### src/hdl/levels_gamma_curve_assert.svh
// ----------------------------------------------------------------------------
// levels_gamma_curve assertion macros
// Shared property forms for the levels gamma curve block.
// ----------------------------------------------------------------------------
`ifndef LEVELS_GAMMA_CURVE_ASSERT_SVH
`define LEVELS_GAMMA_CURVE_ASSERT_SVH

// same-cycle implication
`define LGC_ASSERT_NOW(lbl, ante, cons, msg) \
  lbl: assert property (@(posedge clk) disable iff (!rst_n) (ante) |-> (cons)) \
    else $error(msg);

// next-cycle implication
`define LGC_ASSERT_NEXT(lbl, ante, cons, msg) \
  lbl: assert property (@(posedge clk) disable iff (!rst_n) (ante) |=> (cons)) \
    else $error(msg);

`endif

### src/hdl/lgc_pkg.sv
// ----------------------------------------------------------------------------
// lgc_pkg
// Types, register indexes and arithmetic helpers of the levels gamma curve.
// ----------------------------------------------------------------------------
package lgc_pkg;

  typedef enum logic [1:0] {
    SEL_BLACK = 2'd0,
    SEL_WHITE = 2'd1,
    SEL_CURVE = 2'd2
  } lgc_sel_t;

  typedef struct packed {
    logic     vld;
    lgc_sel_t sel;
  } lgc_side_t;

  localparam logic [2:0] REG_IN_BLACK  = 3'd0;
  localparam logic [2:0] REG_IN_WHITE  = 3'd1;
  localparam logic [2:0] REG_INV_GAMMA = 3'd2;
  localparam logic [2:0] REG_OUT_BLACK = 3'd3;
  localparam logic [2:0] REG_OUT_WHITE = 3'd4;

  localparam int DIV_STAGES = 4;
  localparam int LOG_STEPS  = 16;
  localparam int EXP_STEPS  = 16;

  // four restoring division steps: returns {remainder, quotient bits}
  function automatic logic [11:0] div_step(input logic [7:0] rem, input logic [7:0] den);
    logic [8:0] t;
    logic [7:0] r;
    logic [3:0] q;
    r = rem;
    q = '0;
    for (int i = 0; i < 4; i++) begin
      t = {r, 1'b0};
      if (t >= {1'b0, den}) begin
        t = t - {1'b0, den};
        q = {q[2:0], 1'b1};
      end else begin
        q = {q[2:0], 1'b0};
      end
      r = t[7:0];
    end
    return {r, q};
  endfunction

  // square a Q1.30 mantissa and renormalize: returns {fraction bit, mantissa}
  function automatic logic [31:0] sq_step(input logic [30:0] x);
    logic [61:0] p;
    logic [31:0] s;
    p = {31'b0, x} * {31'b0, x};
    s = p[61:30];
    if (s[31]) begin
      return {1'b1, s[31:1]};
    end
    return {1'b0, s[30:0]};
  endfunction

  function automatic logic [63:0] isqrt64(input logic [63:0] x);
    logic [63:0] res;
    logic [63:0] bitv;
    logic [63:0] rem;
    rem  = x;
    res  = '0;
    bitv = 64'd1 << 62;
    for (int s = 0; s < 32; s++) begin
      if (rem >= res + bitv) begin
        rem = rem - (res + bitv);
        res = (res >> 1) + bitv;
      end else begin
        res = res >> 1;
      end
      bitv = bitv >> 2;
    end
    return res;
  endfunction

  // Q0.30 factor 2^(-2^(-1-j))
  function automatic logic [29:0] exp_factor(input int j);
    logic [63:0] d;
    d = isqrt64(64'd1 << 59);
    for (int s = 0; s < 16; s++) begin
      if (s < j) begin
        d = isqrt64(d << 30);
      end
    end
    return d[29:0];
  endfunction

  localparam logic [29:0] EXP_D [EXP_STEPS] = '{
    exp_factor(0),  exp_factor(1),  exp_factor(2),  exp_factor(3),
    exp_factor(4),  exp_factor(5),  exp_factor(6),  exp_factor(7),
    exp_factor(8),  exp_factor(9),  exp_factor(10), exp_factor(11),
    exp_factor(12), exp_factor(13), exp_factor(14), exp_factor(15)
  };

endpackage

### src/hdl/lgc_div.sv
// ----------------------------------------------------------------------------
// lgc_div
// Pipelined restoring divider: Q0.16 position of the input in its range.
// ----------------------------------------------------------------------------
module lgc_div (
  input  logic              clk,
  input  logic              rst_n,
  input  logic              en,
  input  lgc_pkg::lgc_side_t side_i,
  input  logic [7:0]        num_i,
  input  logic [7:0]        den_i,
  output lgc_pkg::lgc_side_t side_o,
  output logic [15:0]       quo_o
);
  import lgc_pkg::*;

  lgc_side_t   side_r [DIV_STAGES];
  logic [7:0]  rem_r  [DIV_STAGES];
  logic [7:0]  den_r  [DIV_STAGES];
  logic [15:0] quo_r  [DIV_STAGES];
  logic [11:0] step_nxt [DIV_STAGES];

  always_comb begin
    step_nxt[0] = div_step(num_i, den_i);
    for (int s = 1; s < DIV_STAGES; s++) begin
      step_nxt[s] = div_step(rem_r[s-1], den_r[s-1]);
    end
  end

  always_ff @(posedge clk) begin
    if (!rst_n) begin
      for (int s = 0; s < DIV_STAGES; s++) begin
        side_r[s].vld <= 1'b0;
      end
    end else if (en) begin
      side_r[0] <= side_i;
      rem_r[0]  <= step_nxt[0][11:4];
      den_r[0]  <= den_i;
      quo_r[0]  <= {12'b0, step_nxt[0][3:0]};
      for (int s = 1; s < DIV_STAGES; s++) begin
        side_r[s] <= side_r[s-1];
        rem_r[s]  <= step_nxt[s][11:4];
        den_r[s]  <= den_r[s-1];
        quo_r[s]  <= {quo_r[s-1][11:0], step_nxt[s][3:0]};
      end
    end
  end

  assign side_o = side_r[DIV_STAGES-1];
  assign quo_o  = quo_r[DIV_STAGES-1];

endmodule

### config.mk
export PLATFORM = sky130hd
export DESIGN_NAME = lgc_div
export DESIGN_NICKNAME = d
export VERILOG_FILES = /design/src/hdl/levels_gamma_curve_assert.svh /design/src/hdl/lgc_pkg.sv /design/src/hdl/lgc_div.sv
export SDC_FILE = /design/constraint.sdc
export NUM_CORES = 1
export LEC_CHECK = 0
export ABC_AREA = 0
export BUFFER_PORTS_ARGS = -buffer_cell sky130_fd_sc_hd__buf_2
export CAP_MARGIN = 40
export CORE_ASPECT_RATIO = 0.75
export CORE_MARGIN = 3
export CORE_UTILIZATION = 35
export CTS_BUF_LIST = sky130_fd_sc_hd__clkbuf_8
export CTS_CLUSTER_DIAMETER = 60
export DETAILED_ROUTE_END_ITERATION = 7
export SLEW_MARGIN = 20
export SYNTH_ARGS = -nofsm -noshare
export SYNTH_HDL_FRONTEND = slang
export SYNTH_SLANG_ARGS = --single-unit
### constraint.sdc
create_clock -name clk -period 8.11 [get_ports clk]
set_input_delay 1.622 -clock clk [delete_from_list [all_inputs] [get_ports clk]]
set_output_delay 1.622 -clock clk [all_outputs]
set_load 0.03 [all_outputs]
### Yosys cells after proc, flatten, opt, wreduce, memory -nomap -nowiden

Memory sizes are Yosys's and may differ from the RTL's.
Index checks and enable logic that the tools add are counted.

* flip-flop bits (word level): 0
* RAM bits: 140
* bits of input ports: 22
* output and inout port bits: 19
* memories: 4

* $add $sub $neg: 16
* $lt $le $gt $ge: 16
* mux-type cells: 40
* bitwise logic cells: 4

Memory list
* quo_r: depth 4, bits a word 16, rd ports 4, clocked after memory_dff 0, wr ports 4, line lgc_div.sv:20 `logic [15:0] quo_r [DIV_STAGES];`
* den_r: depth 4, bits a word 8, rd ports 3, clocked after memory_dff 0, wr ports 4, line lgc_div.sv:19 `logic [7:0] den_r [DIV_STAGES];`
* rem_r: depth 4, bits a word 8, rd ports 3, clocked after memory_dff 0, wr ports 4, line lgc_div.sv:18 `logic [7:0] rem_r [DIV_STAGES];`
* side_r: depth 4, bits a word 3, rd ports 4, clocked after memory_dff 0, wr ports 4, line lgc_div.sv:17 `lgc_side_t side_r [DIV_STAGES];`

Operators with widths (number)
* greater-or-equal comparator 9 x 8 -> 1 bit: 16
* 2-to-1 mux 8 bit: 16
* subtractor 8 bit: 16
* 2-to-1 mux 1 bit: 24
* bitwise OR 1 bit: 4

### Longest topological paths before layout

Gate-level depths: netlist of the first run.
An unclocked memory read counts as a cell.

* depth in word-level cells: 9
* mapped depth: 40

### Worst setup path before layout of the first run

Ideal clock, no wire load.

* path type: in2reg
* start: input den_i[1]
* end: memory rem_r[0][6], data pin
* arrival time: 8.357 ns
* slack: -0.508 ns
* cell stages on the path: 36
* path buffers: 1
* path through: inv_1 > ha_1 > nor2b_1 > o2111ai_1 > a31o_1 > and2_1 > inv_2 > mux2_2 > ha_1 > and3_1 > o21ai_0 > nand4b_1 > nand3_1 > o211ai_1 > clkbuf_1 > mux2_2 > ha_1 > and3_1 > o21ai_0 > nand3_1 > nand3_1 > nand2_1 > and2b_1 > inv_2 > mux2_1 > ha_1 > and3_1 > o21ai_1 > o21ai_0 > o41a_1 > o22ai_1 > nand2_1 > a31o_2 > nand2_1 > inv_2 > a221o_1

RTL lines
* from (decl): line lgc_div.sv:11 `input logic [7:0] den_i,`
* to (decl): line lgc_div.sv:18

==> results_dict.tcl, run 1 <==
set metrics [dict create \
    slew_violations 0 \
    rr_worst_depth 34 \
    critical_path_buf_inv_count 7 \
    grt.total_usage_pct 16.4 \
    path_clk_slew_ps 100 \
    syn_area_mm2 0.00927 \
    end_kind "register" \
    grt_pass1_wl_um 38300 \
    die_h_um 147 \
    skew_ps 19.4 \
    drtAntennaViolNets 0 \
    initial_core_util_pct 36.3 \
    die_area_mm2 0.0285 \
    final_cell_mix "buf_4 (142), ha_1 (105), edfxtp_1 (97)" \
    vias_per_cell 5.21 \
    synth_fa_ha_area_share_pct 16.5 \
    num_rows 50 \
    r2r-start "den_r[1][1]$_DFFE_PP_" \
    drive_gt1_share_pct 27.5 \
    hp-start "quo_r[2][6]$_DFFE_PP_" \
    area_growth_pct 23.1 \
    cts_tree "built" \
    gp_congestion 0.903 \
    outcome "completed" \
    hold_ws_ps 423 \
    synth-xor-area-share_pct 6.89 \
    root_buffer "clkbuf_8" \
    fp.dieW_um 194 \
    post-dp-hpwl_um 19000 \
    wl_um 23400 \
    synth_compound_gate_area_share_pct 19.4 \
    cts_buffers 9 \
    via_count 7756 \
    slew_headroom_pct 47.7 \
    synthCells 966 \
    pin_count 41 \
    yosysSeqAreaShare_pct 32.1 \
    critical_path_class "input port to register" \
    r2r_slack_ps 440 \
    syn_nets 1108 \
    muxShareOfSynthArea_pct 6.87 \
    hp-class "register to register" \
    cp_top_family "compound AO/OA/AOI/OAI gates" \
    diodes 0 \
    dr.pass1.iters 5 \
    synth_edf_count 97 \
    critical_path.most_common_cell "o21ai_1" \
    worstPathArrival_ps 7960 \
    drt_iter0_drc 490 \
    cts_sinks 100 \
    synth-simple-area-share_pct 14.7 \
    hold_violations 0 \
    async_flop_share_pct 0 \
    overflow 0 \
    cts_buffer_depth 2 \
    slowest_delay_ps 380 \
    core_mm2 0.0255 \
    holdPathStages 0 \
    grt_pass1_vias 7480 \
    r2r-end "rem_r[2][6]$_DFFE_PP_" \
    synth_flop_cell "edfxtp_1" \
    nets 1287 \
    clk_latency_ps 390 \
    synth_top_family_by_area "compound AO/OA/AOI/OAI gates" \
    yosysWarnings 0 \
    yosysUniqueCellTypes 78 \
    grt_max_degree 62 \
    maxCapViolations 0 \
    antenna_found_initial 0 \
    portBuffers 40 \
    critPathSlowestCell "o41a_1" \
    cts.htree.levels 3 \
    postCtsHoldBufs 0 \
    fin_crit_ps 7820 \
    worstSetupStartpoint "den_i[3]" \
    worst_setup_path_start_kind "input port" \
    final_common_cell "buf_4" \
    setup_viol 0 \
    drc_errors 0 \
    syn_avg_cell_area_um2 9.60 \
    tightestPinTransition_ps 784 \
    period_share_pct 96.5 \
    critPathMaxFanout 6 \
    ys_seq_elements 100 \
    hold_end "quo_r[3][10]$_DFFE_PP_" \
    required_ps 8250 \
    wl_per_cell_um 15.8 \
    max_clock_freq_mhz 128 \
]
==> flip-flops by register name, indices dropped and copies added (netlist names) <==
signal,flops
quo_r,40
den_r,24
rem_r,24
side_r,12
==> area by class of cell <==
class | instances | area, um^2
Clock buffer | 9 | 124
Clock inverter | 7 | 48.8
Fill cell | 2472 | 14100
Inverter | 69 | 269
Multi-Input combinational cell | 783 | 6310
Sequential cell | 100 | 2970
Tap cell | 338 | 423
Timing Repair Buffer | 182 | 1270
==> metrics by stage <==
| step | setup WS (ps) | area (um^2) | std cells | setup TNS [ps] | utilization, % |
|---|---|---|---|---|---|
| after floorplan | 21.7 | 9490 | 966 | 0 | - |
| after global placement | -77.6 | 11000 | 1463 | -129 | 43.2 |
| after detailed placement | -239 | 11000 | 1463 | -1120 | 43.2 |
| after CTS | 53.8 | 11200 | 1479 | 0 | 43.9 |
| after global routing | -47.4 | 11400 | 1488 | -242 | 44.7 |
| final | 286 | 11400 | 1488 | 0 | 44.7 |
==> kinds of logic (layout without fill, tap and decap cells) <==
kind of cell               count (synthesis)  in the layout
muxes                                     58             58
adders and majority gates                120            120
and+or+nand+nor                          265            265
AOI/OAI and AO/OA                        267            267
DFF                                      100            100
xor gates and xnor gates                  73             73
buffers and inverters                     83            267
==> repair_timing <==
| action | 4_1_cts | 5_1_grt |
|---|---|---|
| gates resized for setup | 0 | 34 |
| setup endpoints to repair | 0 | 28 |
| buffers inserted | 0 | 9 |
==> how the worst max path moves through the flow <==
stage | cells past startpoint | endpoint | slack (ps)
after floorplan | 37 | rem_r[0][6]$_DFFE_PP_ | 20
after global placement | 38 | rem_r[0][6]$_DFFE_PP_ | -80
after detailed placement | 37 | rem_r[0][6]$_DFFE_PP_ | -240
after CTS | 34 | rem_r[2][6]$_DFFE_PP_ | 50
after global routing | 34 | rem_r[1][7]$_DFFE_PP_ | -50
final | 37 | rem_r[0][6]$_DFFE_PP_ | 290
==> per-layer routing <==
metal,share of wire (%),track usage [%],vias up
met1,53,25.0,3649
met2,41,24.1,142
met3,4.5,2.84,24
met5,0,0,-
met4,1.2,3.77,0
li1,-,-,3941
==> Yosys cell counts (4+ instances only) <==
cell type | number | area [um^2]
mux2i_1 | 16 | 160
mux2_1 | 4 | 45.0
nor2b_1 | 24 | 150
o21bai_1 | 9 | 67.6
clkbuf_1 | 8 | 30.0
a21boi_0 | 4 | 30.0
o21ai_0 | 45 | 225
o211ai_1 | 7 | 52.6
nor3_1 | 20 | 100
buf_2 | 4 | 20.0
o221ai_1 | 6 | 52.6
and4_1 | 5 | 43.8
xor2_1 | 18 | 158
or3_1 | 10 | 62.6
edfxtp_1 | 97 | 2910
nand3_1 | 15 | 75.1
ha_1 | 116 | 1450
and2_1 | 12 | 75.1
a21o_1 | 21 | 158
nand2_1 | 48 | 180
nand2b_1 | 16 | 100
a211oi_1 | 5 | 37.5
a31oi_1 | 8 | 50.1
inv_2 | 6 | 22.5
nor2_1 | 75 | 282
nand3b_1 | 4 | 30.0
inv_1 | 63 | 236
fa_1 | 4 | 80.1
o21a_1 | 31 | 233
o21ai_1 | 16 | 80.1
a21oi_1 | 67 | 335
and3_1 | 11 | 68.8
o221ai_2 | 5 | 75.1
a41oi_1 | 4 | 35.0
xnor2_1 | 55 | 482
mux2_2 | 37 | 417
or2_2 | 6 | 37.5
Power of run 1 is not shown: default switching activity piles up to over one toggle a cycle in this logic, so the estimate is an artifact.
==> run 2: changes to the inputs <==
--- a/config.mk
+++ b/config.mk
@@ -14,6 +14,7 @@
 export CTS_BUF_LIST = sky130_fd_sc_hd__clkbuf_8
 export CTS_CLUSTER_DIAMETER = 60
 export DETAILED_ROUTE_END_ITERATION = 7
+export PLACE_DENSITY = 0.51
 export SLEW_MARGIN = 20
 export SYNTH_ARGS = -nofsm -noshare
 export SYNTH_HDL_FRONTEND = slang
==> results_dict.tcl, run 2 (synthesis results as in run 1) <==
set metrics [dict create \
    maxCapViolations 0 \
    grt_max_degree 59 \
    num_rows 50 \
    critical_path_class "input port to register" \
    final_common_cell "buf_4" \
    required_ps 8250 \
    die_h_um 147 \
    grt_pass1_vias 7444 \
    cp_top_family "compound AO/OA/AOI/OAI gates" \
    outcome "completed" \
    skew_ps 20.0 \
    postPlaceCellArea_mm2 0.0113 \
    r2r_slack_ps 460 \
    wl_um 23900 \
    pin_count 41 \
    worstSetupStartpoint "den_i[1]" \
    max_clock_freq_mhz 129 \
    fin_crit_ps 7780 \
    area_growth_pct 26.0 \
    r2r-end "rem_r[2][2]$_DFFE_PP_" \
    cts_sinks 100 \
    core_mm2 0.0255 \
    wl_per_cell_um 15.7 \
    critPathSlowestCell "o41a_1" \
    setup_viol 0 \
    fp.dieW_um 194 \
    nets 1319 \
    period_share_pct 95.9 \
    dr.pass1.iters 5 \
    overflow 0 \
    grt.total_usage_pct 16.8 \
    largest_reg_flops 40 \
    gp_congestion 0.854 \
    cts_buffers 9 \
    rr_worst_depth 33 \
    drt_iter0_drc 442 \
    cp_num_cells 38 \
    hp-class "register to register" \
    worst_setup_path_start_kind "input port" \
    die_area_mm2 0.0285 \
    antenna_found_initial 0 \
    largestRegisters "quo_r (40), den_r (24), rem_r (24)" \
    end_kind "register" \
    post-dp-hpwl_um 19700 \
    worstPathArrival_ps 7920 \
    slowest_delay_ps 350 \
    largest-register "quo_r" \
    drtAntennaViolNets 0 \
    hold_violations 0 \
    cts_tree "built" \
    critPathMaxFanout 6 \
    via_count 7812 \
    crit_end "rem_r[0][6]$_DFFE_PP_" \
    diodes 0 \
    slew_violations 0 \
    drive_gt1_share_pct 29.4 \
    root_buffer "clkbuf_8" \
    critical_path.most_common_cell "buf_4" \
    drc_errors 0 \
    cts.htree.levels 3 \
    path_clk_slew_ps 90 \
    clk_latency_ps 390 \
    r2r-start "den_r[1][1]$_DFFE_PP_" \
    cts_buffer_depth 2 \
    grt_pass1_wl_um 39000 \
    critical_path_buf_inv_count 8 \
    fin_area_mm2 0.0117 \
    tightestPinTransition_ps 556 \
    portBuffers 40 \
    final_cell_mix "buf_4 (173), ha_1 (105), edfxtp_1 (97)" \
    initial_core_util_pct 36.3 \
    slew_headroom_pct 62.8 \
    vias_per_cell 5.14 \
    postCtsHoldBufs 0 \
]
[run 2: cell count changes in the layout (fill, tap and decap cells not counted), moves of 2 or more]
| cell | previous run | this run |
|---|---|---|
| buf_4 | 142 | 173 |
| inv_2 | 5 | 8 |
| inv_6 | 3 | 1 |
| clkinvlp_4 | 4 | 2 |
[run 2: cell type report]
class | instances | area (um^2)
Timing Repair Buffer | 214 | 1530
Multi-Input combinational cell | 783 | 6290
Clock inverter | 6 | 58.8
Sequential cell | 100 | 2970
Tap cell | 338 | 423
Fill cell | 2423 | 13800
Clock buffer | 10 | 138
Inverter | 69 | 269
[run 2: what timing repair did]
| action | 4_1_cts | 5_1_grt |
|---|---|---|
| setup endpoints to repair | 0 | 28 |
| buffers inserted | 0 | 8 |
| hold endpoints to repair | 0 | 0 |
| resized for setup | 0 | 37 |
[run 2: per-stage QoR]
step	utilization (%)	instances	hold WS [ps]	setup TNS (ps)	setup slack, ps
2_1_floorplan	-	966	400	0	21.7
3_3_place_gp	44.2	1495	403	-261	-104
3_5_place_dp	44.3	1496	405	-2070	-347
4_1_cts	45.0	1512	422	0	62.3
5_1_grt	45.8	1520	436	-138	-57.6
6_report	45.8	1520	425	0	333
[run 2: layer usage]
metal  share of wire, %  up-vias  GRT usage, %
li1                   -     4026             -
met1                 55     3653          25.8
met2                 41      117          24.5
met3                3.0       16          2.75
met4                1.1        0          3.73
met5                  0        -             0
[run 2: worst min-delay path by stage]
stage	startpoint	to	slack [ps]	depth (start not counted)
after global placement	quo_r[2][7]$_DFFE_PP_	quo_r[3][11]$_DFFE_PP_	400	0
after floorplan	quo_r[0][0]$_DFFE_PP_	quo_r[1][4]$_DFFE_PP_	400	0
after detailed placement	quo_r[1][2]$_DFFE_PP_	quo_r[2][6]$_DFFE_PP_	400	0
final	quo_r[1][2]$_DFFE_PP_	quo_r[2][6]$_DFFE_PP_	420	0
after CTS	quo_r[1][1]$_DFFE_PP_	quo_r[2][5]$_DFFE_PP_	420	0
after global routing	quo_r[0][0]$_DFFE_PP_	quo_r[1][4]$_DFFE_PP_	440	0
[run 2: worst register-to-register path: cells and delay by family (launching register included)]
kind / cells / cell delay (ps)
AOI/OAI and AO/OA: 17 / 2990
buffers and inverters: 4 / 620
muxes: 4 / 1310
DFF: 1 / 410
adders and majority gates: 4 / 1130
and+or+nand+nor: 4 / 970
Power of run 2 is left out for the same reason.
